--- src/hdl/ptlaik_divider.sv ---
// ----------------------------------------------------------------------------
// ptlaik_divider
// Pipelined restoring divider: one quotient bit per stage. Gives
// floor(rem * 2^QUOT_W / den) for rem < den, with a tag riding alongside.
// ----------------------------------------------------------------------------
module ptlaik_divider #(
  parameter int QUOT_W = 30,
  parameter int DEN_W  = 32,
  parameter int TAG_W  = 1
) (
  input  logic              clk,
  input  logic              rst,
  input  logic              in_valid,
  input  logic [DEN_W-1:0]  in_rem,
  input  logic [DEN_W-1:0]  den,
  input  logic [TAG_W-1:0]  in_tag,
  output logic              out_valid,
  output logic [QUOT_W-1:0] out_quot,
  output logic [TAG_W-1:0]  out_tag
);

  logic              valid [QUOT_W];
  logic [DEN_W-1:0]  rem [QUOT_W];
  logic [QUOT_W-1:0] quot [QUOT_W];
  logic [TAG_W-1:0]  tag [QUOT_W];

  logic [DEN_W-1:0]  rem_next [QUOT_W];
  logic [QUOT_W-1:0] quot_next [QUOT_W];

  always_comb begin
    logic [DEN_W-1:0]  src_rem;
    logic [QUOT_W-1:0] src_quot;
    logic [DEN_W:0]    dbl;
    logic [DEN_W:0]    dext;
    for (int k = 0; k < QUOT_W; k++) begin
      src_rem  = (k == 0) ? in_rem : rem[(k == 0) ? 0 : k-1];
      src_quot = (k == 0) ? '0 : quot[(k == 0) ? 0 : k-1];
      dbl  = {src_rem, 1'b0};
      dext = {1'b0, den};
      if (dbl >= dext) begin
        rem_next[k]  = DEN_W'(dbl - dext);
        quot_next[k] = {src_quot[QUOT_W-2:0], 1'b1};
      end else begin
        rem_next[k]  = dbl[DEN_W-1:0];
        quot_next[k] = {src_quot[QUOT_W-2:0], 1'b0};
      end
    end
  end

  always_ff @(posedge clk) begin
    if (rst) begin
      for (int k = 0; k < QUOT_W; k++) valid[k] <= 1'b0;
    end else begin
      valid[0] <= in_valid;
      for (int k = 1; k < QUOT_W; k++) valid[k] <= valid[k-1];
    end
  end

  always_ff @(posedge clk) begin
    for (int k = 0; k < QUOT_W; k++) begin
      rem[k]  <= rem_next[k];
      quot[k] <= quot_next[k];
    end
    tag[0] <= in_tag;
    for (int k = 1; k < QUOT_W; k++) tag[k] <= tag[k-1];
  end

  assign out_valid = valid[QUOT_W-1];
  assign out_quot  = quot[QUOT_W-1];
  assign out_tag   = tag[QUOT_W-1];

endmodule

--- config.mk ---
export PLATFORM = sky130hd
export DESIGN_NAME = ptlaik_divider
export DESIGN_NICKNAME = d
export VERILOG_FILES = /design/src/hdl/ptlaik_divider.sv
export SDC_FILE = /design/constraint.sdc
export NUM_CORES = 2
export LEC_CHECK = 0
export BUFFER_PORTS_ARGS = -buffer_cell sky130_fd_sc_hd__buf_2
export CORE_MARGIN = 2
export CORE_UTILIZATION = 30
export DETAILED_ROUTE_END_ITERATION = 8
export MAX_ROUTING_LAYER = met4
export PLACE_DENSITY = 0.55
export SYNTH_ARGS = -nofsm -noshare
export SYNTH_HDL_FRONTEND = slang
export SYNTH_SLANG_ARGS = --single-unit
--- constraint.sdc ---
create_clock -name clk -period 7.5 [get_ports clk]
set_input_delay 1.875 -clock clk [delete_from_list [all_inputs] [get_ports clk]]
set_output_delay 1.875 -clock clk [all_outputs]
set_load 0.1 [all_outputs]
==> flow_metrics.env <==
export IMPL_tritoncts="yes"
export IMPL_cp_data_required_time_ns=8.23
export IMPL_netlist_instances=9532
export IMPL_num_io_pins=100
export IMPL_worst_hold_path_class="reg -> reg"
export IMPL_initial_core_util_pct=30.21
export IMPL_hold_end="quot[0][306]"
export IMPL_crit_fanout=33
export IMPL_number_of_enable_flip_flop_cells_after_synthesis=0
export IMPL_ctsResizeCount=0
export IMPL_timing_setup_tns_ns=0
export IMPL_via_per_inst=5.184
export IMPL_status="finished clean"
export IMPL_hold_violations=0
export IMPL_setup_viol=0
export IMPL_async_reset_ff_share_pct=0
export IMPL_cts_made_buffers=181
export IMPL_critical_path_arrival_ns=6.59
export IMPL_clkTransAtPathRegs_ns=0.06
export IMPL_yosys_area_top_type="dfxtp_1"
export IMPL_mostFrequentLayoutCell="dfxtp_1"
export IMPL_grtUsageTotal_pct=18.59
export IMPL_dr_total_vias=70426
export IMPL_critical_path_class="in -> reg"
export IMPL_postSynth_topFlopCell="dfxtp_1"
export IMPL_buffer_ports_inserted=99
export IMPL_highest_layer="met4"
export IMPL_syn_cell_area_sq_um=85350
export IMPL_wirelength_um=269400
export IMPL_htreeDepth=4
export IMPL_placement_setup_worst_slack_ns=0.9228
export IMPL_grt_pass1_vias=68467
export IMPL_detail_route_drc_violations=0
export IMPL_period_needed_ns=5.856
export IMPL_clockBufferDepth=4
export IMPL_clkLatencyLatePin_ns=0.87
export IMPL_met3_length_um=14060
export IMPL_placeableCoreArea_sq_um=282500
export IMPL_hpwl_um=206600
export IMPL_syn2layout_area_growth_pct=13.72
export IMPL_grt_max_degree=63
export IMPL_die_y_um=537.4
export IMPL_clock_skew_ns=0.05499
export IMPL_post_cts_hold_buffer_count=0
export IMPL_synthTopCellsByArea="dfxtp_1 (34%), ha_1 (14%), a21oi_1 (5.9%)"
export IMPL_met2RoutedLength_um=119200
export IMPL_route_layer_met1_wl_um=125700
export IMPL_syn_mean_instance_area_sq_um=8.954
export IMPL_fp_dieW_um=537.4
export IMPL_areal_power_density_over_the_cells_nw_per_um2=551.3
export IMPL_wire_per_inst_um=19.83
export IMPL_design_die_area_sq_um=288800
export IMPL_fmaxAchievable_mhz=170.8
export IMPL_timing_max_slew_rel_slack_pct=34.74
export IMPL_report_final_slew_viol_count=0
export IMPL_cp_end_kind="register"
export IMPL_layout_core_utilization_pct=34.35
export IMPL_worstHoldStart="quot[0][275]"
export IMPL_grt_first_pass_wirelength_um=407900
export IMPL_synth_seq_area_share_pct=34.08
export IMPL_cap_viol_max_count=0
export IMPL_cts_num_sinks=1453
export IMPL_worstHoldPathCells=0
export IMPL_r2r_start="rem[0][205]"
export IMPL_p_leak_nw=42.08
export IMPL_number_of_antenna_violations_at_the_first_check_in_global_routing=12
export IMPL_final_wtd_congestion=0.9436
export IMPL_synth_largest_type_area_fraction_pct=34.08
export IMPL_antenna_left=0
export IMPL_setup_worst_path_start_class="input pin"
export IMPL_yosys_register_bits=1453
export IMPL_postLayoutSetupSlackWorst_ns=1.644
export IMPL_layout_drive_gt1_share_pct=10.43
export IMPL_clk_root_buffer_cell="clkbuf_16"
export IMPL_most_frequent_cells_in_the_layout="dfxtp_1 (1453), a21oi_1 (1014), ha_1 (959), nand2_1 (676), o21ai_0 (666)"
export IMPL_timing_rr_end="rem[0][248]"
export IMPL_r2r_worst_path_cells=13
export IMPL_setup_repair_after_global_routing_missed_its_margin="false"
export IMPL_number_of_placement_rows=195
export IMPL_synth_lib_cells_used_distinct=99
export IMPL_postCtsSetupRepairBufs=0
export IMPL_synth_yosys_warnings=0
export IMPL_detailedRoute_firstPassIterationCount=6
export IMPL_grt_overflow_total=0
export IMPL_design_power_total_mw=53.51
export IMPL_detailedRoute_firstIterationViolations=4644
export IMPL_nets=10745
export IMPL_worstMarginPinSlew_ns=0.9789
export IMPL_period_share_pct=78.09
export IMPL_flop_to_flop_setup_slack_ns=3.11
export IMPL_irDropWorstVdd_v=0.0002514
export IMPL_syn_num_nets=10588
stage by stage:
step / hold slack [ns] / instance area (sq um) / instances
floorplan: 0.3096 / 85350 / 9532
finish: 0.2940 / 97060 / 13586
global placement: 0.3101 / 90640 / 13249
global route: 0.3050 / 97060 / 13584
CTS: 0.2922 / 97040 / 13578
detailed placement: 0.3121 / 90640 / 13249
synth_stat cells (27+ instances only):
library cell / instances
nand4_1: 141
xor2_1: 296
nor3_1: 119
buf_4: 35
o31ai_1: 67
fa_1: 29
nor2b_1: 182
a21boi_0: 27
a221oi_1: 27
and3_1: 84
ha_1: 959
inv_1: 263
o21bai_1: 109
a31oi_1: 70
a21o_1: 485
o21a_1: 133
nand2_1: 676
a211oi_1: 60
o21ai_0: 666
and2_1: 52
buf_2: 74
o211ai_1: 31
nand3_1: 152
o21ai_1: 28
dfxtp_1: 1453
nor2_1: 651
nand2b_1: 182
mux2_2: 322
xnor2_1: 491
a21oi_1: 1014
nor4_1: 33
clkbuf_1: 145
a211o_1: 29
report_power, final:
part / internal [mW] / switching (mW) / total, mW
registers: 11.8 / 2.58 / 14.4
logic: 13.1 / 16.6 / 29.7
clock network: 5.70 / 3.66 / 9.36
total: 30.6 / 22.9 / 53.5
routing by layer:
layer | GRT usage, % | vias up
met2 | 29.07 | 1807
met4 | 6.538 | 0
li1 | - | 34848
met1 | 24.49 | 33331
met3 | 2.453 | 440
met5 | - | -
area by class of cell:
class | count | area, sq um
clock inverter | 85 | 1207
sequential | 1453 | 29090
fill | 28851 | 185500
inverter | 267 | 1005
tap | 3743 | 4683
timing repair buffer | 244 | 1777
clock buffer | 244 | 5191
multi-input combinational | 7542 | 54090
antenna | 8 | 20.02
critical path, cell delays in order:
cell	delay (ns)
buf_2	0.14
inv_2	0.49
buf_4	0.42
buf_4	0.27
ha_1	0.31
nand2_1	0.12
o21ai_0	0.11
o21a_1	0.22
a211oi_2	0.39
o311ai_1	0.21
a211o_1	0.30
a21oi_1	0.25
o21a_1	0.21
a21oi_1	0.09
o21a_1	0.21
nor3_4	0.11
buf_4	0.43
mux2_2	0.40
registers in the layout, summed over array words and instances, names as in the netlist:
register,count
tag,30
valid,30
quot,465
rem,928
worst max path at each step:
stage / startpoint / slack, ns / endpoint / cells past startpoint
global placement: den[11] / 0.95 / rem[0][498] / 17
floorplan: den[4] / 1.84 / rem[1][68] / 16
CTS: den[5] / 1.82 / rem[0][184] / 18
global route: den[5] / 1.47 / rem[0][184] / 18
detailed placement: den[5] / 0.92 / rem[0][163] / 18
finish: den[5] / 1.64 / rem[0][185] / 18
cell families (layout without fill, tap and decap cells):
logic type / count (synthesis) / after routing / synth area share, %
buf+inv: 537 / 840 / 2.677
other cells: 0 / 8 / 0
simple gates: 2399 / 2399 / 13.50
mux: 368 / 368 / 4.946
compound gates: 3000 / 3000 / 21.99
fa+ha+maj: 988 / 988 / 14.74
flops: 1453 / 1453 / 34.08
xor+xnor: 787 / 787 / 8.076
No activity file was read; power rests on OpenSTA's default activity.
