## src/hdl/ptlaik_sqrt.sv

```systemverilog
// ----------------------------------------------------------------------------
// ptlaik_sqrt
// Pipelined digit-by-digit integer square root: one root bit per stage,
// floor result, with a tag riding alongside.
// ----------------------------------------------------------------------------
module ptlaik_sqrt #(
  parameter int ROOT_W = 31,
  parameter int TAG_W  = 1
) (
  input  logic                clk,
  input  logic                rst,
  input  logic                in_valid,
  input  logic [2*ROOT_W-1:0] in_rad,
  input  logic [TAG_W-1:0]    in_tag,
  output logic                out_valid,
  output logic [ROOT_W-1:0]   out_root,
  output logic [TAG_W-1:0]    out_tag
);

  localparam int RAD_W = 2 * ROOT_W;
  localparam int REM_W = ROOT_W + 3;

  logic              valid [ROOT_W];
  logic [RAD_W-1:0]  rad [ROOT_W];
  logic [REM_W-1:0]  rem [ROOT_W];
  logic [ROOT_W-1:0] root [ROOT_W];
  logic [TAG_W-1:0]  tag [ROOT_W];

  logic [RAD_W-1:0]  rad_next [ROOT_W];
  logic [REM_W-1:0]  rem_next [ROOT_W];
  logic [ROOT_W-1:0] root_next [ROOT_W];

  always_comb begin
    logic [RAD_W-1:0]  src_rad;
    logic [REM_W-1:0]  src_rem;
    logic [ROOT_W-1:0] src_root;
    logic [REM_W-1:0]  shifted;
    logic [REM_W-1:0]  trial;
    for (int k = 0; k < ROOT_W; k++) begin
      src_rad  = (k == 0) ? in_rad : rad[(k == 0) ? 0 : k-1];
      src_rem  = (k == 0) ? '0 : rem[(k == 0) ? 0 : k-1];
      src_root = (k == 0) ? '0 : root[(k == 0) ? 0 : k-1];
      shifted  = {src_rem[REM_W-3:0], src_rad[RAD_W-1 -: 2]};
      trial    = REM_W'({src_root, 2'b01});
      rad_next[k] = {src_rad[RAD_W-3:0], 2'b00};
      if (shifted >= trial) begin
        rem_next[k]  = shifted - trial;
        root_next[k] = {src_root[ROOT_W-2:0], 1'b1};
      end else begin
        rem_next[k]  = shifted;
        root_next[k] = {src_root[ROOT_W-2:0], 1'b0};
      end
    end
  end

  always_ff @(posedge clk) begin
    if (rst) begin
      for (int k = 0; k < ROOT_W; k++) valid[k] <= 1'b0;
    end else begin
      valid[0] <= in_valid;
      for (int k = 1; k < ROOT_W; k++) valid[k] <= valid[k-1];
    end
  end

  always_ff @(posedge clk) begin
    for (int k = 0; k < ROOT_W; k++) begin
      rad[k]  <= rad_next[k];
      rem[k]  <= rem_next[k];
      root[k] <= root_next[k];
    end
    tag[0] <= in_tag;
    for (int k = 1; k < ROOT_W; k++) tag[k] <= tag[k-1];
  end

  assign out_valid = valid[ROOT_W-1];
  assign out_root  = root[ROOT_W-1];
  assign out_tag   = tag[ROOT_W-1];

endmodule

```

## config.mk

```make
export PLATFORM = sky130hd
export DESIGN_NAME = ptlaik_sqrt
export DESIGN_NICKNAME = d
export VERILOG_FILES = /design/src/hdl/ptlaik_sqrt.sv
export SDC_FILE = /design/constraint.sdc
export NUM_CORES = 2
export LEC_CHECK = 0
export BUFFER_PORTS_ARGS = -buffer_cell sky130_fd_sc_hd__buf_2
export CORE_AREA = 8 8 389 391
export CTS_CLUSTER_DIAMETER = 80
export DETAILED_ROUTE_END_ITERATION = 7
export DIE_AREA = 0 0 397 399
export PLACE_DENSITY = 0.76
export SKIP_CTS_REPAIR_TIMING = 1
export SLEW_MARGIN = 20
export SYNTH_ARGS = -nofsm -noshare
export SYNTH_HDL_FRONTEND = slang
export SYNTH_SLANG_ARGS = --single-unit
```

## constraint.sdc

```tcl
create_clock -name clk -period 5.4 [get_ports clk]
set_input_delay 0.27 -clock clk [delete_from_list [all_inputs] [get_ports clk]]
set_output_delay 0.27 -clock clk [all_outputs]
set_load 0.05 [all_outputs]
```

==> qor.txt <==
xor-xnor portion of the synthesized cell area: 0.0753
Hold/Removal Path Class: in2reg
VDD IR-drop max: 380 uV
CP Cell Sequence: inv_1 > ha_1 > nor2b_1 > o21a_1 > or2_2 > a21oi_1 > o31ai_1 > a2111o_1 > nand2_1 > or4b_2 > nor4_1 > xor2_1
Compound-Gate Fraction of Synth Area: 0.116
Setup crit start kind: register
Max-Cap Viols: 0
leakage: 46.1 nW
final WL: 181000 um
placed cell count: 10300
slowest cell delay on critical path: 0.95 ns
Fillers: 11000
ratio of cells with drive above 1 in the final layout: 0.0734
RSZ-0062 raised after global routing: false
initial antenna violation count: 2
dpl cell area: 88600 sq um
delay-heaviest family, CP: compound AO/OA/AOI/OAI gates
critical path start-end classification: reg2reg
status: completed
Area growth, synth to finish: 12.8%
worst-case clock buffer depth: 3
yosys warns: 0
largest net degree at the start of global routing: 53
pwr dens: 485 nW/um^2
die width: 397 um
synthesized area: 86300 sq um
FF+latch count, synth: 2401
clk sinks: 2401
Synth cell types: 84
register area share after synthesis: 0.557
max frequency: 0.241 GHz
Slew Limit Headroom: 0.300
crit path max fanout: 32
GRT overflow: 0
asr flop ratio synth: 0
critical path buffer and inverter count: 1
Clock Root Buffer: clkbuf_16
Antenna Violating Nets Remaining: 0
fin util: 0.672
final hold viol count: 0
vias in the first global route: 57200
register area: 48100 sq um
# setup viols final: 0
area of the multi-input gates: 35000 sq um
via count: 58100
Final Critical Period: 4.15 ns
synthesized instance count: 8440
post-synthesis simple-gate area fraction: 0.126
Slowest cell on crit path: a2111o_1
GPL Wtd Cong: 0.915
drt first pass iters: 6
top_reg_cell synth: dfxtp_1
skew final: 0.0556 ns
Synth Area in Adders: 0.0766
first-pass GRT wire length: 290000 um
Post-layout nets: 9273
worst-skew pair later-pin latency: 0.84 ns
vias per std cell: 5.39
WP data required: 6.17 ns
htree depth: 4
Worst-path clk slew: 0.06 ns
CTS tree: built
multiplexer share of the synthesized area: 0.00999
per-cell routed wire length: 16.8 um
row count: 140
Post-synth EDFFs: 0
Worst Max-Slew Pin Slew: 1.04 ns
setup_tns: 0 ns
Die Span Y: 399 um
Core ar.: 145000 sq um
initial core utilization: 0.596
final cell count without fillers: 10800
period utilisation layout: 0.768
I/O pin total: 99
WP data arrival: 4.92 ns
syn nets: 9034
Die Area: 158000 sq um
# DRC: 0
largest family of logic cells by synthesized area: simple AND/OR/NAND/NOR gates
post-route design area: 97400 sq um
final-report max-slew violation count: 0
drt initial violations: 3637
TritonCTS Buffers: 221
Port Buf Inserts: 98
All-Layer GR Usage: 0.222
element type at the critical path end: register
dpl hpwl: 133000 um
synthesized area per cell: 10.2 sq um
## power breakdown
part	internal [mW]	switching, mW
clock	9.86	6.71
combinational	3.44	4.33
sequential	20.6	2.23
## metrics by stage
| step | total power [mW] | hold WS, ns | setup WS (ns) |
|---|---|---|---|
| 2_1_floorplan | 28.3 | 0.298 | 2.04 |
| 3_3_place_gp | 30.6 | 0.309 | 1.29 |
| 3_5_place_dp | 30.8 | 0.312 | 1.31 |
| 4_1_cts | 47.5 | -0.557 | 1.28 |
| 5_1_grt | 49.5 | 0.00852 | 0.879 |
| 6_report | 47.2 | 0.0596 | 1.25 |
## cells in the mapped netlist, types with 7 or more instances
master | number | area [sq um]
o41ai_1 | 11 | 96.3
dfxtp_1 | 2401 | 48100
a311oi_1 | 8 | 70.1
nor3_1 | 224 | 1120
and2_1 | 26 | 163
or4_1 | 38 | 285
or3_1 | 77 | 482
a211oi_1 | 35 | 263
nor2_1 | 523 | 1960
xnor2_1 | 404 | 3540
nor4_1 | 93 | 582
buf_4 | 33 | 248
clkbuf_1 | 119 | 447
nand4b_1 | 18 | 158
a211o_1 | 11 | 96.3
nor2b_1 | 108 | 676
a31oi_1 | 40 | 250
o31a_1 | 10 | 87.6
or2_2 | 35 | 219
nand3b_1 | 39 | 293
o21ai_0 | 425 | 2130
o211ai_1 | 16 | 120
a41oi_1 | 9 | 78.8
nand3_1 | 125 | 626
nand2_1 | 572 | 2150
o21a_1 | 102 | 766
o31ai_1 | 67 | 503
o21bai_1 | 46 | 345
a31o_2 | 12 | 105
xor2_1 | 338 | 2960
inv_1 | 677 | 2540
ha_1 | 528 | 6610
nor3b_1 | 19 | 143
a21oi_1 | 531 | 2660
o311ai_0 | 7 | 61.3
nand2b_1 | 126 | 788
a21o_1 | 209 | 1570
nand4_1 | 93 | 582
buf_1 | 15 | 56.3
mux2_2 | 73 | 822
and3_1 | 51 | 319
o2111ai_1 | 15 | 131
a21boi_0 | 27 | 203
nor4b_1 | 10 | 87.6
## cell type report
class / count / share of cell area
tap: 1917 / 0.0246
antenna: 1 / 0.0000257
timing repair buffer: 187 / 0.0136
clock inverter: 102 / 0.0164
clock buffer: 311 / 0.0662
multi-input combinational: 5189 / 0.359
sequential: 2401 / 0.494
inverter: 679 / 0.0262
## flip-flops by register name (all words and copies together) (netlist names)
register and cells:
rad 930, rem 913, root 496, tag 31
valid 31
## cell usage in the layout, fill, tap and decap left out, types with 39 or more instances in the layout
cell type and instances:
a21o_1 209, a21oi_1 531, a31oi_1 39, and3_1 51
buf_2 98, clkbuf_16 223, clkbuf_8 53, dfxtp_1 2401
dlygate4sd3_1 67, ha_1 528, inv_1 677, mux2_2 73
nand2_1 571, nand2b_1 126, nand3_1 125, nand3b_1 39
nand4_1 93, nor2_1 521, nor2b_1 108, nor3_1 220
nor4_1 93, o21a_1 102, o21ai_0 425, o21bai_1 46
o31ai_1 67, or3_1 77, xnor2_1 404, xor2_1 338
## worst reg2reg max path: cells and delay by family (launching register included)
kind | cells | cell delay, ns
flops | 1 | 0.32
fa+ha+maj | 1 | 0.32
buf+inv | 1 | 0.04
simple gates | 5 | 1.52
xor+xnor | 1 | 0.17
compound gates | 4 | 1.75
## metal layers
metal	wire [um]	up-vias	track usage
met4	5440	0	0.0709
met3	8310	392	0.0334
met2	89500	1395	0.397
met5	0	-	0
met1	78100	27200	0.275
li1	-	29100	-
## logic make-up (layout without fill, tap and decap cells)
kind of cell,after synthesis,after routing
XOR/XNOR,742,742
AO/OA/AOI/OAI,1637,1637
multiplexers,77,77
buffers and inverters,850,1279
adder cells (fa/ha/maj),528,528
AND/OR/NAND/NOR,2204,2204
flip-flops,2401,2401
other,1,2
## path summary, 6_finish.rpt
path	startpoint	end	slack [ns]	depth (start not counted)
worst min register to register	rad[0][80]	rad[0][142]	0.30	0
worst max register to register	root[0][434]	rem[0][534]	1.25	12
worst max-delay path	root[0][434]	rem[0][534]	1.25	12
worst min-delay path	in_rad[58]	rad[0][58]	0.06	2
Power figures use the tool's default switching activity.
